--- config.mk ---
export PLATFORM = sky130hd
export DESIGN_NAME = bfm_sqrt
export DESIGN_NICKNAME = d
export VERILOG_FILES = /design/src/rtl/bfm_sqrt.sv
export SDC_FILE = /design/constraint.sdc
export NUM_CORES = 1
export LEC_CHECK = 0
export BUFFER_PORTS_ARGS = -buffer_cell sky130_fd_sc_hd__buf_2
export CORE_MARGIN = 8
export CORE_UTILIZATION = 40
export CTS_CLUSTER_SIZE = 8
export DETAILED_ROUTE_END_ITERATION = 10
export GPL_TIMING_DRIVEN = 0
export PLACE_DENSITY = 0.65
export SYNTH_ARGS = -nofsm -noshare
export SYNTH_HDL_FRONTEND = slang
export SYNTH_SLANG_ARGS = --single-unit
export TNS_END_PERCENT = 50
--- constraint.sdc ---
create_clock -name clk -period 8.6 [get_ports clk]
set_input_delay 0.43 -clock clk [delete_from_list [all_inputs] [get_ports clk]]
set_output_delay 0.43 -clock clk [all_outputs]
set_load 0.03 [all_outputs]
--- src/rtl/bfm_sqrt.sv ---
// Pipelined digit-by-digit integer square root, one root bit per stage.
`default_nettype none

module bfm_sqrt #(
  parameter int VW  = 34,
  parameter int RW  = 17,
  parameter int SBW = 1
) (
  input  logic           clk,
  input  logic           rst,
  input  logic           en,
  input  logic           in_valid,
  input  logic [VW-1:0]  rad,
  input  logic [SBW-1:0] sb_in,
  output logic           out_valid,
  output logic [RW-1:0]  root,
  output logic [SBW-1:0] sb_out
);

  localparam int CW = (VW > 2 * RW + 1) ? VW : 2 * RW + 1;

  logic [VW-1:0]  rem_q  [RW-1];
  logic [RW-1:0]  root_q [RW];
  logic [SBW-1:0] sb_q   [RW];
  logic           vld_q  [RW];

  for (genvar k = 0; k < RW; k++) begin : g_stage
    localparam int B = RW - 1 - k;
    logic [VW-1:0]  rem_i;
    logic [RW-1:0]  root_i;
    logic [SBW-1:0] sb_i;
    logic           vld_i;
    logic [CW-1:0]  trial;
    logic           take;

    if (k == 0) begin : g_first
      assign rem_i  = rad;
      assign root_i = '0;
      assign sb_i   = sb_in;
      assign vld_i  = in_valid;
    end else begin : g_next
      assign rem_i  = rem_q[k-1];
      assign root_i = root_q[k-1];
      assign sb_i   = sb_q[k-1];
      assign vld_i  = vld_q[k-1];
    end

    // (root + 2^B)^2 - root^2 = root*2^(B+1) + 2^(2B); the two terms do not overlap
    assign trial = (CW'(root_i) << (B + 1)) | (CW'(1) << (2 * B));
    assign take  = (CW'(rem_i) >= trial);

    always_ff @(posedge clk) begin
      if (rst) begin
        vld_q[k] <= 1'b0;
      end else if (en) begin
        vld_q[k] <= vld_i;
      end
    end

    always_ff @(posedge clk) begin
      if (en) begin
        root_q[k] <= take ? (root_i | (RW'(1) << B)) : root_i;
        sb_q[k]   <= sb_i;
      end
    end

    if (k < RW - 1) begin : g_carry
      always_ff @(posedge clk) begin
        if (en) begin
          rem_q[k] <= take ? VW'(CW'(rem_i) - trial) : rem_i;
        end
      end
    end
  end

  assign out_valid = vld_q[RW-1];
  assign root      = root_q[RW-1];
  assign sb_out    = sb_q[RW-1];

endmodule

`default_nettype wire
# == Word-level counts from Yosys, hierarchy flattened ==
# Memory sizes are Yosys's and may differ from the RTL's.
# Index checks and enable logic that the tools add are counted.
# word_totals
n_memories,4
mem_bits_rw,867
input_bits,39
reg_bits,0
# memory_table
memory,words,word_bits,read_ports,rd_ports_with_merged_regs,wr,line,source
rem_q,16,34,16,0,16,22,logic [VW-1:0] rem_q [RW-1];
root_q,17,17,17,0,17,23,logic [RW-1:0] root_q [RW];
sb_q,17,1,17,0,17,24,logic [SBW-1:0] sb_q [RW];
vld_q,17,1,17,0,17,25,logic vld_q [RW];
# op_classes
bitwise,17
addsub,16
magnitude_cmp,17
n_mux,56
# ops
operator,count
34-bit two-way mux,16
34-bit by 18-bit greater-or-equal comparator with 1-bit output,1
34-bit by 19-bit greater-or-equal comparator with 1-bit output,1
34-bit by 20-bit greater-or-equal comparator with 1-bit output,1
34-bit by 21-bit greater-or-equal comparator with 1-bit output,1
34-bit by 22-bit greater-or-equal comparator with 1-bit output,1
34-bit by 23-bit greater-or-equal comparator with 1-bit output,1
34-bit by 24-bit greater-or-equal comparator with 1-bit output,1
34-bit by 25-bit greater-or-equal comparator with 1-bit output,1
34-bit by 26-bit greater-or-equal comparator with 1-bit output,1
34-bit by 27-bit greater-or-equal comparator with 1-bit output,1
34-bit by 28-bit greater-or-equal comparator with 1-bit output,1
34-bit by 29-bit greater-or-equal comparator with 1-bit output,1
34-bit by 30-bit greater-or-equal comparator with 1-bit output,1
34-bit by 31-bit greater-or-equal comparator with 1-bit output,1
34-bit by 32-bit greater-or-equal comparator with 1-bit output,1
34-bit by 33-bit greater-or-equal comparator with 1-bit output,1
"34-bit by 33-bit greater-or-equal comparator with 1-bit output, second input constant",1
34-bit by 19-bit subtractor with 34-bit output,1
34-bit by 20-bit subtractor with 34-bit output,1
34-bit by 21-bit subtractor with 34-bit output,1
34-bit by 22-bit subtractor with 34-bit output,1
34-bit by 23-bit subtractor with 34-bit output,1
34-bit by 24-bit subtractor with 34-bit output,1
other kinds (28),67

# == Depth between registers and ports, before layout ==
# Gate-level depths: netlist of run 1.
# logic_depth
ltp_word,4
ltp_mapped,14
mapped_depth_nobuf,11

# == Least setup slack after synthesis of run 1 ==
# Ideal clock, no wire load.
# synth_path
path_kind,register to register
start,memory rem_q[14][7]
end,memory rem_q[15][25] (data pin)
path_stages_with_launch,11
synth_period_minus_slack_ns,2.969
arrival_time_ns,2.698
setup_slack_ns,5.631
cell_sequence,edfxtp_1 -> ha_1 -> a21o_1 -> or3_1 -> o211a_1 -> or4_1 -> a31oi_2 -> inv_2 -> nand3_1 -> nor4_1 -> xor2_1
# synth_lines
element,line
"start, declared",22

==> run metrics, run 1 <==
Detail Placement HPWL 46.6 mm; number of I/O pins 58; ANT nets after route 0; average wire per standard cell 16.6 um; Worst-Margin Slew about 1.1 ns; Worst-path clk slew 0.05 ns; RSZ-0062 raised after global routing false; row cnt approximately 110; pre-CTS setup slack around 4.8 ns; WP data arrival roughly 4.2 ns; relative slew slack 27.8%; Final nets between 2,000 and 3,000; Period minus WS final about 3.8 ns; Cell Pwr Density about 250 nW/um2; vias 20,169; critical path's most frequent cell nor4_1; WP data required approximately 9.0 ns; share of cells above drive strength 1 under 10%; Post-Synthesis Cells around 2,500; Fill cells between 7,000 and 8,000; Setup Skew between 0.06 and 0.07 ns; DIE AREA 94,300 um2; FF+latch area ~22,000 um2; Fin. Hold Viols 0; CP max stage cell nor4_1; CTS sink count 731; total wire length 64.6 mm; Overall Global Routing Usage around 14%; worst min-delay path category primary input to register; Pleak 14.7 nW; total CTS buffers between 100 and 150; period utilisation layout between 40% and 50%; synthesized cell area around 34,000 um2; first-pass GRT wire length between 100 and 150 mm; DRT Pass-1 Iters 7; core area roughly 84,000 um2; Congestion Overflow GR 0; Seq/Total Area, Yosys roughly 65%; # DRC 0; vias in the first global route between 20,000 and 25,000; placed insts approximately 3,700; max-cap viol count 0; area of the multi-input gates 11,000 um2; CTS H-Tree Depth 3; TritonCTS clock tree yes; CP max stage delay roughly 0.92 ns; Top FF cell, synth edfxtp_1; Post-Synthesis Net Count 2,745; EDFF count, synth between 700 and 800; synth warn 0; Fin Hold WS slightly below 0.07 ns; VDD IR max approximately 0.18 mV; # port buffers 57; status completed; Final Max Tran Viols 0; Pwr Total about 0.0098 W; Iteration-0 DRC Markers roughly 940; floorplan die width 307 um; Crit Path Class register to register; Critical Path Sink Type register; largest buffer count on any clock path 3; Setup crit start kind register; commonest non-fill, non-tap cells in the layout edfxtp_1, inv_1, ha_1; Post-Syn Area per Cell approximately 13 um2; Post-CTS Setup Inserts 0; Finished Layout Cells between 3,000 and 4,000; Initial Util 40.4%; count of different cell masters after synthesis 87; Final setup viols 0; fmax 261 MHz; initial antenna violation count 0; #FFs+latches synth approximately 730; # diodes 0; Area Overhead vs Synth 14.7%; vias per cell about 5.2; CP Max Fanout 10; GP Congestion approximately 0.94; Worst-Skew Late Latency 0.69 ns; post-route setup slack 4.77 ns; CTS Root Cell clkbuf_16; Die H between 300 and 400 um; fraction of registers with async set or reset after synthesis 0%; largest net degree at the start of global routing ~140; commonest non-fill, non-tap cell in the layout edfxtp_1; crit-path cells ha_1 -> clkbuf_1 -> nand4_1 -> nor4_1 -> a211oi_2 -> and2_2 -> o31a_2 -> nor4_1 -> xor2_1
## per-stage QoR
step                      utilization [%]  setup TNS (ns)  instance area [um2]
after floorplan                         -               0                33900
after global placement               42.5        -2436.21                35600
after detailed placement             42.6               0                35700
after CTS                            46.4               0                38900
after global routing                 46.4               0                38900
final                                46.4               0                38900
## metal layers
metal / track usage (%) / routed length, um / vias to the layer above / share of wire, %
met5: 0 / 0 / - / 0
met4: 8.76 / 3980 / 0 / 6.2
li1: - / - / 9873 / -
met2: 27.4 / 35900 / 461 / 56
met3: 2.73 / 2310 / 222 / 3.6
met1: 12.3 / 22400 / 9613 / 35
## synthesized netlist by cell type (all sizes together), types with 10 or more instances
cell / instances / share of area (%)
mux2: 25 / 0.83
o211ai: 10 / 0.25
nor2: 157 / 1.7
edfxtp: 731 / 65
nand4b: 11 / 0.28
o21a: 36 / 0.80
nor4: 70 / 1.3
a211oi: 15 / 0.35
nand3: 30 / 0.44
and3: 13 / 0.24
a21o: 49 / 1.1
xor2: 106 / 2.7
or3: 18 / 0.33
and2: 32 / 0.60
or2: 14 / 0.26
xnor2: 116 / 3.0
nand2b: 34 / 0.63
a31oi: 10 / 0.20
ha: 166 / 6.1
nor4b: 11 / 0.28
nor2b: 26 / 0.48
clkbuf: 24 / 0.27
o31ai: 17 / 0.38
nand4: 36 / 0.66
o21bai: 11 / 0.24
inv: 192 / 2.1
a21oi: 129 / 2.0
nor3: 76 / 1.1
o21ai: 111 / 1.6
or4: 24 / 0.54
nand2: 145 / 1.6
## state kept, by name (all words and copies together) (netlist names)
signal,flops
vld_q,17
rem_q,544
root_q,153
sb_q,17
## kinds of logic after synthesis
family                     share of synthesized area, %
AOI/OAI and AO/OA                                  8.51
xor gates and xnor gates                           5.74
adders and majority gates                          6.13
buffers and inverters                              2.66
DFF                                                64.8
muxes                                              1.04
and+or+nand+nor                                    11.2
## where the power goes
part	internal, W	switching [W]	leakage [nW]	total [W]
Sequential	0.00447	0.000276	7.03	0.00475
Combinational	0.000658	0.000863	6.28	0.00152
Clock	0.00210	0.00141	1.35	0.00351
## worst paths after layout
path	startpoint	cells past startpoint	to	slack [ns]
setup / recovery	rem_q[13][16]$_DFFE_PP_	9	rem_q[14][29]$_DFFE_PP_	4.77
hold / removal	rad[32]	2	root_q[0][16]$_DFFE_PP_	0.07
setup reg to reg	rem_q[13][16]$_DFFE_PP_	9	rem_q[14][29]$_DFFE_PP_	4.77
hold reg to reg	sb_q[0][7]$_DFFE_PP_	0	sb_q[0][8]$_DFFE_PP_	0.41
## worst max-delay path, delay by kind of cell (launching register included)
family / cells / cell delay (ns)
AO/OA/AOI/OAI: 2 / 0.53
buffers and inverters: 1 / 0.34
adder cells (fa/ha/maj): 1 / 0.29
XOR/XNOR: 1 / 0.11
AND/OR/NAND/NOR: 4 / 1.90
flip-flops: 1 / 0.40
## area by class of cell
cell class / instances / share of cell area (%)
buffer: 33 / 0.454
clock buffer: 104 / 6.58
clock inverter: 12 / 0.592
inverter: 192 / 1.87
multi-input combinational: 1584 / 28.4
sequential: 731 / 56.5
tap: 1134 / 3.65
timing repair buffer: 96 / 1.99
## repair_timing
action / in CTS / in global routing
endpoints found under the hold margin: 34 / 0
hold buffers: 34 / 0
endpoints found under the setup margin: 0 / 0
gates resized for setup: 0 / 0
(Power assumes the default switching activity.)
==> run 2, diff against run 1 <==
PLACE_DENSITY = 0.67   (was 0.65)
clock period = 3.1 ns   (was 8.6 ns; I/O delays follow)
==> run 2 against run 1 <==
  * First-iteration DRC count increased by 18%
  * Sequential share of layout area decreased by 0.87 points
  * Clock-buffer cell count decreased by 3
  * Critical path depth increased by 1
  * Sequential power increased to 2.8 times the previous value
  * Combinational power increased to 2.9 times the previous value
  * Sequential cell count unchanged
  * Non-clock buffer count increased by 28
  * Die area unchanged
==> run metrics, run 2 (synthesis gave the netlist of run 1 again) <==
status completed; WP data required 3.50 ns (-5.48 ns); Area Overhead vs Synth 16.5%; Die H 307 um (unchanged); Initial Util 40.4% (unchanged); RSZ-0062 raised after global routing true; CP max stage delay 0.43 ns (-0.49 ns); Worst-Margin Slew 0.943 ns (-0.132 ns); largest buffer count on any clock path 3 (unchanged); commonest non-fill, non-tap cells in the layout edfxtp_1, inv_1, nor2_1; Iteration-0 DRC Markers 1,117 (+18%); max-cap viol count 0 (unchanged); DIE AREA 94,300 um2 (unchanged); # DRC 0 (unchanged); Detail Placement HPWL 45.5 mm (-2.3%); Fin Hold WS 0.177 ns (+0.109 ns); Congestion Overflow GR 0 (unchanged); Period minus WS final 3.09 ns (-0.738 ns); Largest Register rem_q; Pleak 14.9 nW (+1.5%); relative slew slack 36.5% (+8.8 points); Fill cells 7,146 (-1.9%); fmax 323 MHz (+24%); commonest non-fill, non-tap cell in the layout edfxtp_1; average wire per standard cell 16.5 um (-0.51%); Finished Layout Cells 3,908 (+0.57%); initial antenna violation count 0 (unchanged); CP max stage cell edfxtp_1; Setup Skew 0.0469 ns (-0.0218 ns); row cnt 106 (unchanged); Cell Pwr Density 691 nW/um2 (+170%); GP Congestion 0.947 (+0.99%); worst min-delay path category primary input to register; Final Max Tran Viols 0 (unchanged); Final nets 2,972 (+0.92%); TritonCTS clock tree yes; final instance area 39,500 um2 (+1.6%); CP Max Fanout 6 (-4); number of I/O pins 58 (unchanged); area of the multi-input gates 11,400 um2 (+3.3%); max reg flops 544 (unchanged); DRT Pass-1 Iters 7 (unchanged); placed instance area 35,800 um2 (about the same); FF+latch area 22,000 um2 (unchanged); largest registers rem_q: 544 flops, root_q: 153 flops; Overall Global Routing Usage 13.5% (-0.23 points); vias 20,283 (+0.57%); vias per cell 5.19 (about the same); placed insts 3,737 (+0.027%); first-pass GRT wire length 104 mm (-1.0%); ANT nets after route 0 (unchanged); total wire length 64.6 mm (about the same); Worst-path clk slew 0.05 ns (about the same); vias in the first global route 21,478 (-0.94%); largest net degree at the start of global routing 138 (-4.2%); CTS H-Tree Depth 3 (unchanged); core area 83,800 um2 (unchanged); crit-path cells ha_4 -> and3_4 -> a221o_1 -> a21o_1 -> a31o_2 -> a31oi_4 -> nand4_1 -> buf_4 -> or4_4 -> xnor2_1; Critical Path Sink Type register; # port buffers 57 (unchanged); VDD IR max 0.577 mV (+220%); CTS Root Cell clkbuf_16; Setup crit start kind register; period utilisation layout 99.8% (+55 points); Worst-Skew Late Latency 0.66 ns (-0.03 ns); Crit Path Class register to register; # diodes 0 (unchanged); total CTS buffers 101 (-0.98%); share of cells above drive strength 1 12.2% (+3.2 points); Final setup viols 0 (unchanged); CTS sink count 731 (unchanged); WP data arrival 3.49 ns (-0.72 ns); Fin. Hold Viols 0 (unchanged); floorplan die width 307 um (unchanged)
## run 2: cell count changes in the layout (fill, tap and decap cells not counted), moves of 6 or more
cell,change
buf_4,+25
clkbuf_1,-16
ha_1,-15
clkbuf_2,+9
ha_2,+8
o21ai_0,-8
ha_4,+7
nor4_1,-7
a21oi_1,-6
a21oi_2,+6
o21ai_1,+6
## run 2: worst paths after layout
| path | startpoint | endpoint | slack (ns) | depth (start not counted) |
|---|---|---|---|---|
| max reg2reg | rem_q[14][14]$_DFFE_PP_ | rem_q[15][29]$_DFFE_PP_ | 0.005 | 10 |
| max | rem_q[14][14]$_DFFE_PP_ | rem_q[15][29]$_DFFE_PP_ | 0.005 | 10 |
| min reg2reg | sb_q[0][7]$_DFFE_PP_ | sb_q[0][8]$_DFFE_PP_ | 0.40 | 0 |
| min | rad[17] | rem_q[0][17]$_DFFE_PP_ | 0.18 | 2 |
## run 2: area by class of cell
type / instances / area share (%)
buffer: 29 / 0.456
inverter: 192 / 1.85
timing repair buffer: 128 / 2.67
sequential: 731 / 55.6
clock inverter: 9 / 0.555
multi-input combinational: 1584 / 28.9
tap: 1134 / 3.59
clock buffer: 101 / 6.40
## run 2: where the power goes
part	leakage [nW]	internal, W	total, W	switching, W
combinational	6.52	0.00193	0.00442	0.00249
clock	1.33	0.00576	0.00966	0.00390
sequential	7.03	0.0124	0.0132	0.000776
## run 2: worst max-delay path: cells and delay by family (launching register included)
| kind | cells | cell delay (ns) |
|---|---|---|
| buf+inv | 1 | 0.22 |
| xor+xnor | 1 | 0.13 |
| flops | 1 | 0.43 |
| simple gates | 3 | 0.76 |
| fa+ha+maj | 1 | 0.30 |
| compound gates | 4 | 0.99 |
## run 2: per-layer routing
metal | GRT usage (%) | share of wire (%)
met1 | 12.4 | 35
met2 | 26.9 | 55
met3 | 2.69 | 3.7
met4 | 7.83 | 5.7
met5 | 0 | 0
## run 2: stage by stage
| stage | setup slack, ns | utilization [%] | total power (W) | TNS (ns) |
|---|---|---|---|---|
| 6_report | 0.00511 | 47.1 | 0.0273 | 0 |
| 5_1_grt | -0.0991 | 47.1 | 0.0285 | -0.547 |
| 4_1_cts | -0.0596 | 46.9 | 0.0274 | -0.0596 |
| 3_5_place_dp | -0.703 | 42.7 | 0.0175 | -42.46 |
| 3_3_place_gp | -8.91 | 42.5 | 0.0174 | -6289.97 |
| 2_1_floorplan | 0.131 | - | 0.0162 | 0 |
## run 2: what timing repair did
item	in CTS	in global routing
gates cloned	0	0
buffers inserted	22	4
resized for setup	43	57
hold endpoints to repair	119	0
pin swaps	18	17
hold buffers	39	0
setup endpoints to repair	174	121
==> run 3, diff against run 2 <==
GPL_TIMING_DRIVEN = not set   (was 0)
==> run 3 against run 2 <==
  * Hold slack got worse by 0.057 ns
  * Combinational power increased by 1%
  * Non-clock buffer count increased by 24
  * Global-route usage increased by 0.32 points
  * Sequential cell count unchanged
  * Register-to-register slack improved by 0.05 ns
  * Clock power about the same
  * Power increased by 0.34%
  * Critical path type unchanged
  * Critical endpoint is now rem_q[14][29]$_DFFE_PP_
  * Largest power group unchanged
  * Highest routed layer unchanged
==> run metrics, run 3 (synthesis gave the netlist of run 1 again) <==
status completed; CTS Root Cell clkbuf_16; placed insts 3,781 (+1.2%); logic gate share of total power 16.4% (+0.2 points); largest net degree at the start of global routing 144 (+4.3%); Critical Path Sink rem_q[14][29]$_DFFE_PP_; # DRC 0 (unchanged); Congestion Overflow GR 0 (unchanged); Reg-to-Reg Start rem_q[13][10]$_DFFE_PP_; # diodes 0 (unchanged); WP depth 9 (-1); Initial Util 40.4% (unchanged); post-route setup slack 0.0511 ns (+0.0460 ns); largest buffer count on any clock path 3 (unchanged); TritonCTS clock tree yes; part of the power in registers 48.2% (-0.2 points); period utilisation layout 98.4% (-1.5 points); VDD IR max 0.467 mV (-19%); DRT Pass-1 Iters 5 (-2); total wire length 66.2 mm (+2.4%); Finished Layout Cells 3,934 (+0.67%); Worst path top cell family by delay compound AO/OA/AOI/OAI gates; Crit Path Class register to register; share of cells above drive strength 1 12.1% (-0.15 points); total CTS buffers 101 (unchanged); number of I/O pins 58 (unchanged); buffers plus inverters on the worst setup path 0 (-1); CP max stage delay 0.41 ns (-0.02 ns); setup tns final 0 ns (unchanged); Worst-Margin Slew 0.749 ns (-0.195 ns); worst setup path startpoint rem_q[13][10]$_DFFE_PP_; switching power total 0.00719 W (+0.29%); Setup Skew 0.0490 ns (+0.00209 ns); Worst-path clk slew 0.05 ns (about the same); crit-path cells ha_1 -> and3_1 -> and3_1 -> o21ai_0 -> a21oi_1 -> o211ai_1 -> o31a_2 -> nor4_1 -> xor2_1; Final Max Tran Viols 0 (unchanged); GP Congestion 0.924 (-2.4%); Final setup viols 0 (unchanged); FF+latch area 22,000 um2 (unchanged); CP Max Fanout 6 (unchanged); Cell Pwr Density 694 nW/um2 (+0.43%); WP data arrival 3.41 ns (-0.08 ns); max reg flops 544 (unchanged); Largest Register rem_q; routing usage on met3 2.56% (-0.14 points); worst min-delay path category primary input to register; Final nets 2,996 (+0.81%); Critical Path Sink Type register; Detail Placement HPWL 47.6 mm (+4.7%); Fin. Hold Viols 0 (unchanged); Period minus WS final 3.05 ns (-0.0460 ns); GR peak layer met2; CTS sink count 731 (unchanged); critical path's most frequent cell and3_1; row cnt 106 (unchanged); reg2reg setup slack 0.05 ns (+0.05 ns); Clock Power Share 35.4% (about the same); met1 Resource Use GR 12.9% (+0.42 points); # port buffers 57 (unchanged); grt met2 use 27.6% (+0.78 points); RSZ-0062 raised after global routing true; Area Overhead vs Synth 16.4% (about the same); average wire per standard cell 16.8 um (+1.7%); commonest non-fill, non-tap cells in the layout edfxtp_1, inv_1, ha_1; switching part of the total 26.3% (about the same); Iteration-0 DRC Markers 1,232 (+10%); floorplan die width 307 um (unchanged); vias per cell 5.20 (+0.21%); Overall Global Routing Usage 13.8% (+0.32 points); WP data required 3.46 ns (-0.04 ns); vias 20,461 (+0.88%); DIE AREA 94,300 um2 (unchanged); largest registers rem_q: 544 flops, root_q: 153 flops; CTS H-Tree Depth 3 (unchanged); Layout Utilization 47.1% (about the same); Fill cells 7,187 (+0.57%); relative slew slack 49.8% (+13 points); worst reg2reg endpoint rem_q[14][29]$_DFFE_PP_; first-pass GRT wire length 106 mm (+1.8%); initial antenna violation count 0 (unchanged); Fin Hold WS 0.120 ns (-0.0567 ns); core area 83,800 um2 (unchanged); vias in the first global route 21,564 (+0.40%); fmax 328 MHz (+1.5%); Die H 307 um (unchanged); pre-CTS setup slack 0.00000844 ns (+0.703 ns); R2R cell count 9 (-1); area of the multi-input gates 11,200 um2 (-2.1%); max-cap viol count 0 (unchanged); ANT nets after route 0 (unchanged); CP max stage cell edfxtp_1; Setup crit start kind register; commonest non-fill, non-tap cell in the layout edfxtp_1; Pleak 15.0 nW (+0.55%); Worst-Skew Late Latency 0.68 ns (+0.02 ns); Int Power 0.0202 W (+0.35%)
[run 3: what timing repair did]
action                     CTS  global route
gates resized for setup      4            22
hold buffers                38             0
setup endpoints to repair    4            66
pin swaps                    2            10
hold endpoints to repair    72             0
buffers inserted             1             2
[run 3: worst min path at each step]
stage	depth (start not counted)	to	slack [ns]	start
after global placement	1	rem_q[0][5]$_DFFE_PP_	0.33	rad[5]
after floorplan	0	rem_q[0][0]$_DFFE_PP_	0.25	rad[0]
after CTS	3	vld_q[16]$_SDFFCE_PN0P_	0.08	rst
final	3	vld_q[16]$_SDFFCE_PN0P_	0.12	rst
after global routing	2	rem_q[0][22]$_DFFE_PP_	0.14	rad[22]
after detailed placement	1	rem_q[0][0]$_DFFE_PP_	0.33	rad[0]
[run 3: power by group through the flow]
stage          clock (W)  combinational, W  sequential [W]
3_3_place_gp           0           0.00420          0.0133
5_1_grt           0.0103           0.00494          0.0133
2_1_floorplan          0           0.00310          0.0131
4_1_cts          0.00994           0.00443          0.0132
3_5_place_dp           0           0.00435          0.0134
6_report         0.00968           0.00448          0.0132
[run 3: final cells by class]
type                            count  share of cell area [%]
Clock buffer                      104                    6.44
Clock inverter                      8                   0.542
Inverter                          192                    1.84
Multi-Input combinational cell   1584                    28.3
Sequential cell                   731                    55.6
Tap cell                         1134                    3.60
Timing Repair Buffer              181                    3.64
[run 3: worst register-to-register path: cells and delay by family (launching register included)]
| family | cells | cell delay, ns |
|---|---|---|
| AND/OR/NAND/NOR | 3 | 0.89 |
| flip-flops | 1 | 0.41 |
| AO/OA/AOI/OAI | 4 | 0.92 |
| adder cells (fa/ha/maj) | 1 | 0.41 |
| XOR/XNOR | 1 | 0.12 |
[run 3: stage by stage]
| stage | power (W) | area, um2 |
|---|---|---|
| floorplan | 0.0162 | 33900 |
| global placement | 0.0175 | 36200 |
| detailed placement | 0.0177 | 36200 |
| CTS | 0.0275 | 39300 |
| global route | 0.0286 | 39400 |
| finish | 0.0274 | 39400 |
[run 3: layer usage]
layer / vias to the layer above / share of wire [%]
met5: - / 0
met4: 0 / 5.8
met3: 231 / 3.6
met2: 500 / 56
met1: 9765 / 35
li1: 9965 / -
