<file path="src/rtl/bfm_div.sv">
// Pipelined restoring divider, one quotient bit per stage, with valid and sideband.
`default_nettype none

module bfm_div #(
  parameter int NW  = 25,
  parameter int DW  = 9,
  parameter int QW  = 17,
  parameter int SBW = 1
) (
  input  logic           clk,
  input  logic           rst,
  input  logic           en,
  input  logic           in_valid,
  input  logic [NW-1:0]  num,
  input  logic [DW-1:0]  den,
  input  logic [SBW-1:0] sb_in,
  output logic           out_valid,
  output logic [QW-1:0]  quo,
  output logic [SBW-1:0] sb_out
);

  // Compare width: holds both the partial remainder and the shifted divisor
  localparam int CW = (NW > DW + QW) ? NW : DW + QW;

  logic [NW-1:0]  rem_q [QW-1];
  logic [DW-1:0]  den_q [QW-1];
  logic [QW-1:0]  quo_q [QW];
  logic [SBW-1:0] sb_q  [QW];
  logic           vld_q [QW];

  for (genvar k = 0; k < QW; k++) begin : g_stage
    localparam int B = QW - 1 - k;
    logic [NW-1:0]  rem_i;
    logic [DW-1:0]  den_i;
    logic [QW-1:0]  quo_i;
    logic [SBW-1:0] sb_i;
    logic           vld_i;
    logic [CW-1:0]  trial;
    logic           take;

    // stage inputs
    if (k == 0) begin : g_first
      assign rem_i = num;
      assign den_i = den;
      assign quo_i = '0;
      assign sb_i  = sb_in;
      assign vld_i = in_valid;
    end else begin : g_next
      assign rem_i = rem_q[k-1];
      assign den_i = den_q[k-1];
      assign quo_i = quo_q[k-1];
      assign sb_i  = sb_q[k-1];
      assign vld_i = vld_q[k-1];
    end

    // try to subtract divisor shifted to this quotient bit
    assign trial = CW'(den_i) << B;
    assign take  = (CW'(rem_i) >= trial);

    always_ff @(posedge clk) begin
      if (rst) begin
        vld_q[k] <= 1'b0;
      end else if (en) begin
        vld_q[k] <= vld_i;
      end
    end

    always_ff @(posedge clk) begin
      if (en) begin
        quo_q[k] <= take ? (quo_i | (QW'(1) << B)) : quo_i;
        sb_q[k]  <= sb_i;
      end
    end

    // remainder and divisor are not needed past the last bit
    if (k < QW - 1) begin : g_carry
      always_ff @(posedge clk) begin
        if (en) begin
          rem_q[k] <= take ? NW'(CW'(rem_i) - trial) : rem_i;
          den_q[k] <= den_i;
        end
      end
    end
  end

  assign out_valid = vld_q[QW-1];
  assign quo       = quo_q[QW-1];
  assign sb_out    = sb_q[QW-1];

endmodule

`default_nettype wire

</file>
<file path="config.mk">
export PLATFORM = sky130hd
export DESIGN_NAME = bfm_div
export DESIGN_NICKNAME = d
export VERILOG_FILES = /design/src/rtl/bfm_div.sv
export SDC_FILE = /design/constraint.sdc
export NUM_CORES = 1
export LEC_CHECK = 0
export BUFFER_PORTS_ARGS = -buffer_cell sky130_fd_sc_hd__buf_4
export CORE_ASPECT_RATIO = 1.1
export CORE_MARGIN = 10
export CORE_UTILIZATION = 32
export DETAILED_ROUTE_END_ITERATION = 10
export GPL_TIMING_DRIVEN = 0
export PLACE_DENSITY_LB_ADDON = 0.12
export SETUP_SLACK_MARGIN = 0.2
export SYNTH_ARGS = -nofsm -noshare
export SYNTH_HDL_FRONTEND = slang
export SYNTH_SLANG_ARGS = --single-unit
export TNS_END_PERCENT = 20
</file>
<file path="constraint.sdc">
create_clock -name clk -period 3.08 [get_ports clk]
set_input_delay 0.308 -clock clk [delete_from_list [all_inputs] [get_ports clk]]
set_output_delay 0.308 -clock clk [all_outputs]
set_load 0.02 [all_outputs]
</file>
### Word level (Yosys, flattened, before mapping)

Memories as Yosys holds them, arrays and structs flattened.
Cells that the tools add are included.
W data, S select, Z words.

| word-level totals | value |
|---|---|
| bits in registers | 0 |
| RAM bits | 867 |
| input port bits | 39 |
| output and inout bits | 19 |
| word-level logic and storage cells | 111 |
| memories | 5 |

| cells by class | value |
|---|---|
| add/sub/neg operators | 16 |
| magnitude comparators | 17 |
| muxes and demuxes | 56 |
| bitwise operators | 17 |

Memories:

| memory | words | width | read ports | clocked after memory_dff | wr ports | line | text |
|---|---|---|---|---|---|---|---|
| rem_q | 16 | 25 | 16 | 0 | 16 | 25 | `logic [NW-1:0] rem_q [QW-1];` |
| quo_q | 17 | 17 | 17 | 0 | 17 | 27 | `logic [QW-1:0] quo_q [QW];` |
| den_q | 16 | 9 | 16 | 0 | 16 | 26 | `logic [DW-1:0] den_q [QW-1];` |
| sb_q | 17 | 1 | 17 | 0 | 17 | 28 | `logic [SBW-1:0] sb_q [QW];` |
| vld_q | 17 | 1 | 17 | 0 | 17 | 29 | `logic vld_q [QW];` |

Operators with widths:

| operator | number |
|---|---|
| $mux W25 | 16 |
| $ge A25 B10 Y1 | 1 |
| $ge A25 B11 Y1 | 1 |
| $ge A25 B12 Y1 | 1 |
| $ge A25 B13 Y1 | 1 |
| $ge A25 B14 Y1 | 1 |
| $ge A25 B15 Y1 | 1 |
| $ge A25 B16 Y1 | 1 |
| $ge A25 B17 Y1 | 1 |
| $ge A25 B18 Y1 | 1 |
| $ge A25 B19 Y1 | 1 |
| $ge A25 B20 Y1 | 1 |
| $ge A25 B21 Y1 | 1 |
| $ge A25 B22 Y1 | 1 |
| $ge A25 B23 Y1 | 1 |
| $ge A25 B24 Y1 | 1 |
| $ge A25 B25 Y1 | 1 |
| $ge A25 B9 Y1 | 1 |
| $sub A25 B10 Y25 | 1 |
| $sub A25 B11 Y25 | 1 |
| $sub A25 B12 Y25 | 1 |
| $sub A25 B13 Y25 | 1 |
| $sub A25 B14 Y25 | 1 |
| $sub A25 B15 Y25 | 1 |
| other kinds (28) | 67 |

### Depth between registers and ports, before layout

Gate-level depths: netlist of run 1.

| logic depth | value |
|---|---|
| depth after elaboration | 4 |
| mapped depth | 12 |
| mapped depth without buffers | 12 |

### Worst setup path after synthesis of run 1

OpenSTA, ideal clock, no wires.

| path | value |
|---|---|
| path type | register to register |
| from | mem rem_q[6][9] (netlist: rem_q[0][159]) |
| to | mem rem_q[7][21] (netlist: rem_q[0][196]), data pin |
| setup time | 0.260 ns |
| arrival time | 2.553 ns |
| required time | 2.820 ns |
| setup slack | 0.267 ns |
| cell stages (with the launch flop) | 12 |
| path buffers | 0 |
| period minus slack after synthesis | 2.813 ns |
| cell sequence | edfxtp_1 > inv_1 > ha_1 > inv_1 > fa_1 > a21o_1 > and4_1 > o21a_1 > o21a_1 > o21a_1 > nor4b_1 > mux2_2 |

RTL lines:

| item | line |
|---|---|
| from (decl) | 25 |

==> results of run 1 <==
==> flip-flops by register name, indices dropped and copies added (netlist names) <==
signal	flops
vld_q	17
rem_q	400
den_q	144
sb_q	17
quo_q	153
==> logic make-up after synthesis <==
| group | after synthesis | share of synthesized area [%] |
|---|---|---|
| AOI/OAI and AO/OA | 409 | 7.67 |
| adders and majority gates | 169 | 6.68 |
| buffers and inverters | 227 | 2.67 |
| and+or+nand+nor | 642 | 10.5 |
| DFF | 731 | 65.6 |
| muxes | 55 | 1.85 |
| xor gates and xnor gates | 194 | 5.08 |
==> through the flow <==
stage	power (W)	cells	hold slack, ps
detailed placement	0.0212	3876	405
global route	0.0333	4090	68.9
CTS	0.0315	4072	51.9
floorplan	0.0190	2427	400
global placement	0.0212	3870	401
finish	0.0315	4090	83.9
==> area by class of cell <==
| cell class | instances | area (µm²) | area share, % |
|---|---|---|---|
| clock inverters | 57 | 636 | 1.60 |
| repair buffers | 126 | 1170 | 2.93 |
| clock buffers | 94 | 2120 | 5.32 |
| well taps | 1386 | 1730 | 4.36 |
| multi-input cells | 1469 | 11200 | 28.2 |
| inverters | 197 | 739 | 1.86 |
| flip-flops and latches | 731 | 22000 | 55.1 |
| plain buffers | 30 | 239 | 0.600 |
==> worst max-delay path, stage by stage, from the launching register on <==
cell	delay [ps]
edfxtp_1	370
inv_1	70
ha_1	150
inv_1	50
fa_1	400
a21o_1	260
a221oi_2	290
nor3b_1	130
nor2_1	220
nand2_1	180
or4_1	440
xnor2_1	140
==> power by group through the flow <==
stage	Sequential (W)	Combinational [W]	Clock (W)
after floorplan	0.0139	0.00505	0
after global placement	0.0145	0.00670	0
after detailed placement	0.0144	0.00681	0
after CTS	0.0142	0.00703	0.0103
after global routing	0.0144	0.00820	0.0107
final	0.0142	0.00739	0.00994
==> synth_stat cells, drive strengths merged (20+ instances only) <==
| cell type | instances |
|---|---|
| a21o | 42 |
| or4 | 25 |
| xnor2 | 104 |
| or3 | 25 |
| mux2 | 50 |
| nor2b | 34 |
| nor4 | 52 |
| xor2 | 90 |
| inv | 197 |
| nor3 | 59 |
| clkbuf | 20 |
| a21oi | 144 |
| nand2 | 110 |
| edfxtp | 731 |
| nand2b | 30 |
| o21a | 29 |
| and2 | 24 |
| nor2 | 155 |
| ha | 153 |
| nand3 | 25 |
| o21ai | 103 |
==> worst paths after layout <==
check | start | end | slack (ps) | depth (start not counted)
worst max-delay path | rem_q[1][151] | rem_q[1][188] | 120 | 11
worst min-delay path | en | den_q[7][0] | 80 | 1
worst max register to register | rem_q[1][151] | rem_q[1][188] | 120 | 11
worst min register to register | quo_q[1][27] | quo_q[1][44] | 400 | 0
==> timing repair <==
item	CTS	global route
cloned	0	0
endpoints found under the setup margin	185	181
gates resized for setup	43	131
endpoints found under the hold margin	36	0
hold buffers	36	0
buffers inserted	9	18
pin swaps	3	36
==> routing by layer <==
layer	global-route usage (%)	wire (µm)
met1	14.4	30700
met2	20.5	35600
met3	2.14	2740
met4	5.31	2730
met5	0	0
==> metrics, run 1 <==
result of the run=finished clean; LEAKAGE=14.5 nW; Arr. time, crit path=between 3000 and 4000 ps; placer congestion estimate=just over 0.9; power density relative to cell area=roughly 790 nW/µm²; number of synthesized register bits=around 730; largest clock skew in the final design=around 21 ps; area of the die=between 100000 and 150000 µm²; total number of yosys warnings=0; Final min period=a little under 3000 ps; most common cell after layout, fill and taps aside=edfxtp_1; count of final setup violators=0; First-pass DRT Iterations=5; antenna diode count=0; Peak Freq=337 MHz; worst-case headroom to the max-slew limit=43.1%; cell area after technology mapping=33500 µm²; Synth area leaders=edfxtp_1, ha_1, xnor2_1, xor2_1, inv_1; net count of the mapped netlist=between 2k and 3k; area share of the leading cell type in the synthesized netlist=approximately two thirds; fin crit share=between 90% and 100%; required time at the worst-slack endpoint=approximately 3500 ps; max-slew violation total from the final report=0; final-layout setup total negative slack=0 ps; average footprint of a synthesized cell=approximately 14 µm²; vias after detailed routing=between 15k and 20k; number of design rule violations left after detail routing=0; Critical Path Fanout Max=5; EDFF count, synth=roughly 730; routed wirelength normalized by instance count=between 15 and 20 µm; fraction of final layout cells sized beyond drive strength 1=15.6%; fraction of registers with async set or reset after synthesis=0%; residual antenna-violating net count after detailed routing=0; internal cell power=about 0.022 W; measured slew at the worst slew-check pin=approximately 850 ps; portion of total power attributed to combinational logic=between 20% and 30%; maximum resistive drop on vdd=around 470 µV; Most used DFF post-synth=edfxtp_1; total clock sinks=~730; initial antenna violation count=0; final core occ=between 30% and 40%; maximum root-to-sink buffer count=3; total detailed-routing wirelength=about 72 mm; slack of the critical path=between 100 and 150 ps; port buffer count=57; I/O pin cnt=58; Core Rows=between 100 and 150; Initial Utilization=between 30% and 40%; CP startpoint kind=flop; per-cell via count in the routed design=approximately 4.8; area after detailed placement=roughly 36000 µm²; width of the die=roughly 330 µm; Layout Cell Area excl Fill=39800 µm²; type of element capturing the critical path=flop; gate count after technology mapping=between 2k and 2.5k; post-CTS clock slew at the launch and capture registers of the worst setup and hold paths=about 50 ps; area of the core=104000 µm²; fraction of power spent switching nets=between 20 and 30%; most area-hungry cell type in the Yosys netlist=edfxtp_1; commonest non-fill, non-tap cells in the layout=edfxtp_1, inv_1, nor2_1, ha_1, a21oi_1; Max-cap violations=0; synth-to-layout area growth=18.9%; Reg power frac=between 40 and 50%; via count of the first global-routing pass=around 20k; wire length of the first global-routing pass=~110 mm; CTS buffer count=around 80; H-tree level count=3; setup repair after global routing missed its margin=yes; largest net degree at the start of global routing=130; GR Overflow Total=0; nets@finish=approximately 2.8k; violation count after the first detailed-routing iteration=between 1k and 1.5k; Unique masters post-synth=80; Die Height=359 µm; setup slack at placement=-540 ps; part of the Yosys area used for sequential elements=between 60% and 70%; aggregate global-route resource usage=approximately an eighth; clock latency on the worst-skew pair=about 640 ps; worst hold path class=in2reg; TritonCTS clock tree=done; Clk network pwr share=around a third; Root Buffer=clkbuf_16; Fin. Hold Viols=0; Net Switching=between 0.009 and 0.01 W; critical path start-end classification=reg2reg; post-detailed-placement half-perimeter wirelength=52.0 mm; fill count=~9.8k
Note: power is estimated with default switching activity, not from simulation.
==> run 2, diff against run 1 <==
--- a/config.mk
+++ b/config.mk
@@ -11,6 +11,7 @@
 export CORE_UTILIZATION = 32
 export DETAILED_ROUTE_END_ITERATION = 10
 export GPL_TIMING_DRIVEN = 0
+export HOLD_SLACK_MARGIN = 0.15
 export PLACE_DENSITY_LB_ADDON = 0.12
 export SETUP_SLACK_MARGIN = 0.2
 export SYNTH_ARGS = -nofsm -noshare
==> metrics, run 2 (synthesis results as in run 1) <==
result of the run=finished clean; Fin. Hold Viols=0 (unchanged); post-detailed-placement half-perimeter wirelength=52.0 mm (unchanged); synth-to-layout area growth=19.0% (about the same); FF+latch area=22000 µm² (unchanged); Initial Utilization=32.2% (unchanged); worst-case headroom to the max-slew limit=42.6% (-0.47 points); required time at the worst-slack endpoint=3460 ps (about the same); number of stages on the worst hold path=2 (+1); fraction of final layout cells sized beyond drive strength 1=15.6% (about the same); Core Rows=124 (unchanged); cells along the critical path=inv_1, ha_1, inv_1, fa_1, a21o_1, a221oi_2, nor3b_1, nor2_1, nand2_1, or4_1, xnor2_1; Net Switching=0.00915 W (about the same); number of design rule violations left after detail routing=0 (unchanged); measured slew at the worst slew-check pin=853 ps (+7.01 ps); First-pass DRT Iterations=5 (unchanged); fraction of power spent switching nets=29.0% (about the same); I/O pin cnt=58 (unchanged); area taken by multi-input logic gates=11200 µm² (unchanged); reg-to-reg setup timing slack=130 ps (about the same); fin crit share=95.9% (-0.37 points); Clk network pwr share=31.5% (about the same); Final Total Pwr=0.0315 W (about the same); via count of the first global-routing pass=20.0k (+0.060%); post-CTS clock slew at the launch and capture registers of the worst setup and hold paths=60 ps (about the same); area of the core=104000 µm² (unchanged); maximum resistive drop on vdd=474 µV (about the same); Root Buffer=clkbuf_16; area after detailed placement=35800 µm² (unchanged); TritonCTS clock tree=done; worst hold path class=in2reg; wire length of the first global-routing pass=112 mm (about the same); GR Overflow Total=0 (unchanged); final core occ=38.3% (about the same); count of final setup violators=0 (unchanged); Hold Path Sink=rem_q[0][7]; nets@finish=2847 (+0.070%); maximum root-to-sink buffer count=3 (unchanged); largest clock skew in the final design=21.0 ps (+0.0909 ps); critical path start-end classification=reg2reg; Critical Path Fanout Max=5 (unchanged); largest stage delay on the critical path=440 ps (about the same); max-slew violation total from the final report=0 (unchanged); commonest non-fill, non-tap cells in the layout=edfxtp_1, inv_1, nor2_1, ha_1, a21oi_1; area of the die=118000 µm² (unchanged); Final min period=2950 ps (-11.3 ps); vias after detailed routing=19.4k (-0.22%); setup repair after global routing missed its margin=yes; initial antenna violation count=0 (unchanged); Peak Freq=339 MHz (+0.38%); register containing the most flip-flops in the final layout=rem_q; number of placed instances, taps included=3876 (unchanged); reg-to-reg startpoint=rem_q[1][151]; port buffer count=57 (unchanged); LEAKAGE=14.5 nW (about the same); placer congestion estimate=0.919 (unchanged); cell count of the worst reg-to-reg path=11 (unchanged); total detailed-routing wirelength=71.8 mm (about the same); portion of total power attributed to combinational logic=23.4% (about the same); aggregate global-route resource usage=11.9% (about the same); per-cell via count in the routed design=4.75 (-0.27%); largest net degree at the start of global routing=130 (unchanged); Arr. time, crit path=3330 ps (about the same); fill count=9759 (-0.020%); type of element capturing the critical path=flop; non-filler cells, final=4092 (+0.049%); CTS buffer count=82 (unchanged); Layout Cell Area excl Fill=39800 µm² (about the same); biggest registers after layout=rem_q: 400 flops, quo_q: 153 flops, den_q: 144 flops; H-tree level count=3 (unchanged); CP startpoint kind=flop; power density relative to cell area=792 nW/µm² (about the same); residual antenna-violating net count after detailed routing=0 (unchanged); most used cell along the critical path=inv_1; worst reg2reg endpoint=rem_q[1][188]; clock latency on the worst-skew pair=640 ps (about the same); Die Height=359 µm (unchanged); Max-cap violations=0 (unchanged); most common cell after layout, fill and taps aside=edfxtp_1; internal cell power=0.0224 W (about the same); violation count after the first detailed-routing iteration=1268 (+5.5%); routed wirelength normalized by instance count=17.6 µm (about the same); final-layout setup total negative slack=0 ps (unchanged); Worst Hold Launch=num[7]; total clock sinks=731 (unchanged); flip-flop count of the largest register after layout=400 (unchanged); antenna diode count=0 (unchanged); Reg power frac=45.1% (about the same); Crit-path slowest cell=or4_1; width of the die=328 µm (unchanged)
-- run 2: cell types whose count changed in the layout (fill, tap and decap cells not counted), sizes merged --
cell and change:
dlygate4sd3 +2
-- run 2: power groups by stage --
stage	registers, W	logic [W]	clock network [W]
finish	0.0142	0.00738	0.00994
global route	0.0144	0.00820	0.0107
global placement	0.0145	0.00670	0
detailed placement	0.0144	0.00681	0
CTS	0.0142	0.00703	0.0103
floorplan	0.0139	0.00505	0
-- run 2: layout make-up --
class | instances | area share, %
repair buffers | 128 | 2.98
clock buffers | 94 | 5.32
plain buffers | 30 | 0.600
clock inverters | 57 | 1.60
flip-flops and latches | 731 | 55.1
inverters | 197 | 1.86
well taps | 1386 | 4.35
multi-input cells | 1469 | 28.2
-- run 2: how the worst max path moves through the flow --
| stage | start | endpoint | depth (start not counted) |
|---|---|---|---|
| after CTS | rem_q[1][63] | rem_q[1][99] | 10 |
| after detailed placement | den_q[6][1] | rem_q[0][184] | 9 |
| after floorplan | rem_q[0][159] | rem_q[0][196] | 11 |
| after global routing | rem_q[1][151] | rem_q[1][188] | 11 |
| after global placement | en | vld_q[0] | 2 |
| final | rem_q[1][151] | rem_q[1][188] | 11 |
-- run 2: stage by stage --
stage	hold WS, ps	setup WS (ps)
6_report	391	128
5_1_grt	361	-7.71
4_1_cts	332	25.5
3_5_place_dp	405	-540
3_3_place_gp	401	-5010
2_1_floorplan	400	267
-- run 2: per-layer routing --
layer	vias to the layer above	track usage, %	routed length, µm
met1	9431	14.4	30800
met5	-	0	0
li1	9489	-	-
met4	0	5.31	2710
met2	371	20.5	35700
met3	146	2.14	2660
-- run 2: critical path: cells and delay by family (launching register included) --
| kind | cells | cell delay [ps] |
|---|---|---|
| XOR/XNOR | 1 | 140 |
| adder cells (fa/ha/maj) | 2 | 550 |
| AO/OA/AOI/OAI | 2 | 540 |
| flip-flops | 1 | 370 |
| buffers and inverters | 2 | 120 |
| AND/OR/NAND/NOR | 4 | 960 |
-- run 2: timing repair --
action,CTS,global route
hold buffers,38,0
endpoints found under the setup margin,185,181
hold endpoints to repair,84,0
setup buffers,9,18
resized for setup,43,131
cloned,0,0
pin swaps,3,36
==> run 3, diff against run 2 <==
--- a/config.mk
+++ b/config.mk
@@ -12,6 +12,7 @@
 export DETAILED_ROUTE_END_ITERATION = 10
 export GPL_TIMING_DRIVEN = 0
 export HOLD_SLACK_MARGIN = 0.15
+export MAX_ROUTING_LAYER = met4
 export PLACE_DENSITY_LB_ADDON = 0.12
 export SETUP_SLACK_MARGIN = 0.2
 export SYNTH_ARGS = -nofsm -noshare
==> metrics, run 3 (synthesis results as in run 1) <==
result of the run=finished clean; port buffer count=57 (unchanged); I/O pin cnt=58 (unchanged); residual antenna-violating net count after detailed routing=0 (unchanged); area of the core=104000 µm² (unchanged); synth-to-layout area growth=18.7%; worst hold path class=in2reg; fill count=9812 (+0.54%); initial antenna violation count=2 (+2); post-CTS clock slew at the launch and capture registers of the worst setup and hold paths=60 ps (about the same); post-detailed-placement half-perimeter wirelength=52.0 mm (about the same); nets@finish=2850 (+0.11%); via count of the first global-routing pass=20.0k (-0.070%); flip-flop count of the largest register after layout=400 (unchanged); commonest non-fill, non-tap cells in the layout=edfxtp_1, inv_1, nor2_1, ha_1, a21oi_1; Initial Utilization=32.2% (unchanged); critical path start-end classification=reg2reg; TritonCTS clock tree=done; measured slew at the worst slew-check pin=900 ps (+47.1 ps); Core Rows=124 (unchanged); worst hold slack after final layout=275 ps (-117 ps); Die Height=359 µm (unchanged); total clock sinks=731 (unchanged); Critical Path Fanout Max=10 (+5); met1 Use GR=14.9% (+0.43 points); register containing the most flip-flops in the final layout=rem_q; H-tree level count=3 (unchanged); Final min period=2930 ps (-19.7 ps); violation count after the first detailed-routing iteration=1355 (+6.9%); power density relative to cell area=783 nW/µm² (-1.1%); fraction of final layout cells sized beyond drive strength 1=15.8% (+0.12 points); vias after detailed routing=19.5k (+0.50%); wire length of the first global-routing pass=112 mm (+0.71%); largest net degree at the start of global routing=128 (-1.5%); maximum resistive drop on vdd=402 µV (-15%); count of final setup violators=0 (unchanged); Root Buffer=clkbuf_16; non-filler cells, final=4090 (-0.049%); aggregate global-route resource usage=12.4% (+0.41 points); placer congestion estimate=0.934 (+1.6%); type of element capturing the critical path=flop; Fin. Hold Viols=0 (unchanged); area taken by multi-input logic gates=11300 µm² (+0.43%); max-slew violation total from the final report=0 (unchanged); setup repair after global routing missed its margin=yes; per-cell via count in the routed design=4.78 (+0.55%); met3 Usage GRT=1.95% (-0.20 points); maximum root-to-sink buffer count=3 (unchanged); area of the die=118000 µm² (unchanged); antenna diode count=0 (unchanged); most common cell after layout, fill and taps aside=edfxtp_1; GR Overflow Total=0 (unchanged); GRT Max-Usage Layer=met2; CP startpoint kind=flop; CTS buffer count=81 (-1.2%); fin crit share=95.2% (-0.64 points); met2 track utilization from global routing=20.3% (-0.21 points); worst-case headroom to the max-slew limit=39.4% (-3.2 points); number of placed instances, taps included=3876 (unchanged); Arr. time, crit path=3310 ps (-20 ps); total detailed-routing wirelength=72.5 mm (+0.91%); biggest registers after layout=rem_q: 400 flops, quo_q: 153 flops, den_q: 144 flops; number of design rule violations left after detail routing=0 (unchanged); largest clock skew in the final design=24.4 ps (+3.38 ps); required time at the worst-slack endpoint=3460 ps (about the same); LEAKAGE=14.5 nW (-0.22%); FF+latch area=22000 µm² (unchanged); Max-cap violations=0 (unchanged); routed wirelength normalized by instance count=17.7 µm (+0.96%); First-pass DRT Iterations=5 (unchanged); width of the die=328 µm (unchanged); Peak Freq=341 MHz (+0.67%); clock latency on the worst-skew pair=640 ps (about the same)
==> run 3: power breakdown <==
part           internal, W  total, W  switching (W)
Combinational      0.00341   0.00745        0.00404
Sequential          0.0130    0.0142        0.00117
Clock              0.00551   0.00944        0.00393
Total               0.0220    0.0311        0.00914
==> run 3: per-stage QoR <==
| step | TNS (ps) | total power, W | area (µm²) | setup slack [ps] | utilization [%] |
|---|---|---|---|---|---|
| 6_report | 0 | 0.0311 | 39700 | 148 | 38.2 |
| 5_1_grt | 0 | 0.0329 | 39700 | 53.6 | 38.2 |
| 4_1_cts | 0 | 0.0310 | 39000 | 58.8 | 37.5 |
| 3_3_place_gp | -3242480 | 0.0212 | 35600 | -5070 | 34.3 |
| 3_5_place_dp | -11490 | 0.0212 | 35800 | -437 | 34.4 |
| 2_1_floorplan | 0 | 0.0190 | 33500 | 267 | - |
==> run 3: final cells by class <==
type,count,area share (%)
timing repair buffer,132,3.05
buffer,30,0.601
tap,1386,4.36
clock buffer,101,5.45
inverter,197,1.86
sequential,731,55.2
clock inverter,44,1.06
multi-input combinational,1469,28.4
==> run 3: critical path, cell delays in order (launching register included) <==
cell and delay [ps]:
edfxtp_1 430, or4_4 580, or3_4 380, a2111oi_4 350
inv_2 70, or3_1 390, buf_6 160, buf_12 150
nor2_2 90, a21oi_2 50
==> run 3: timing repair <==
item	4_1_cts	5_1_grt
buffers inserted	8	24
endpoints found under the hold margin	43	0
hold buffers	37	0
pin swaps	4	50
resized for setup	45	138
setup endpoints to repair	188	191
==> run 3: worst paths after layout <==
check                startpoint       endpoint  slack [ps]  cells after the start
setup / recovery  rem_q[0][194]   rem_q[1][16]         150                      9
hold / removal               en    rem_q[1][9]         270                      2
setup reg to reg  rem_q[0][194]   rem_q[1][16]         150                      9
hold reg to reg    quo_q[0][97]  quo_q[0][114]         410                      0
==> run 3: per-layer routing <==
metal  routed length (µm)  part of all wire (%)  up-vias
li1                     -                     -     9503
met1                31500                    43     9516
met2                35800                    49      354
met3                 2470                   3.4      162
met4                 2710                   3.7        0
met5                    0                     0        -
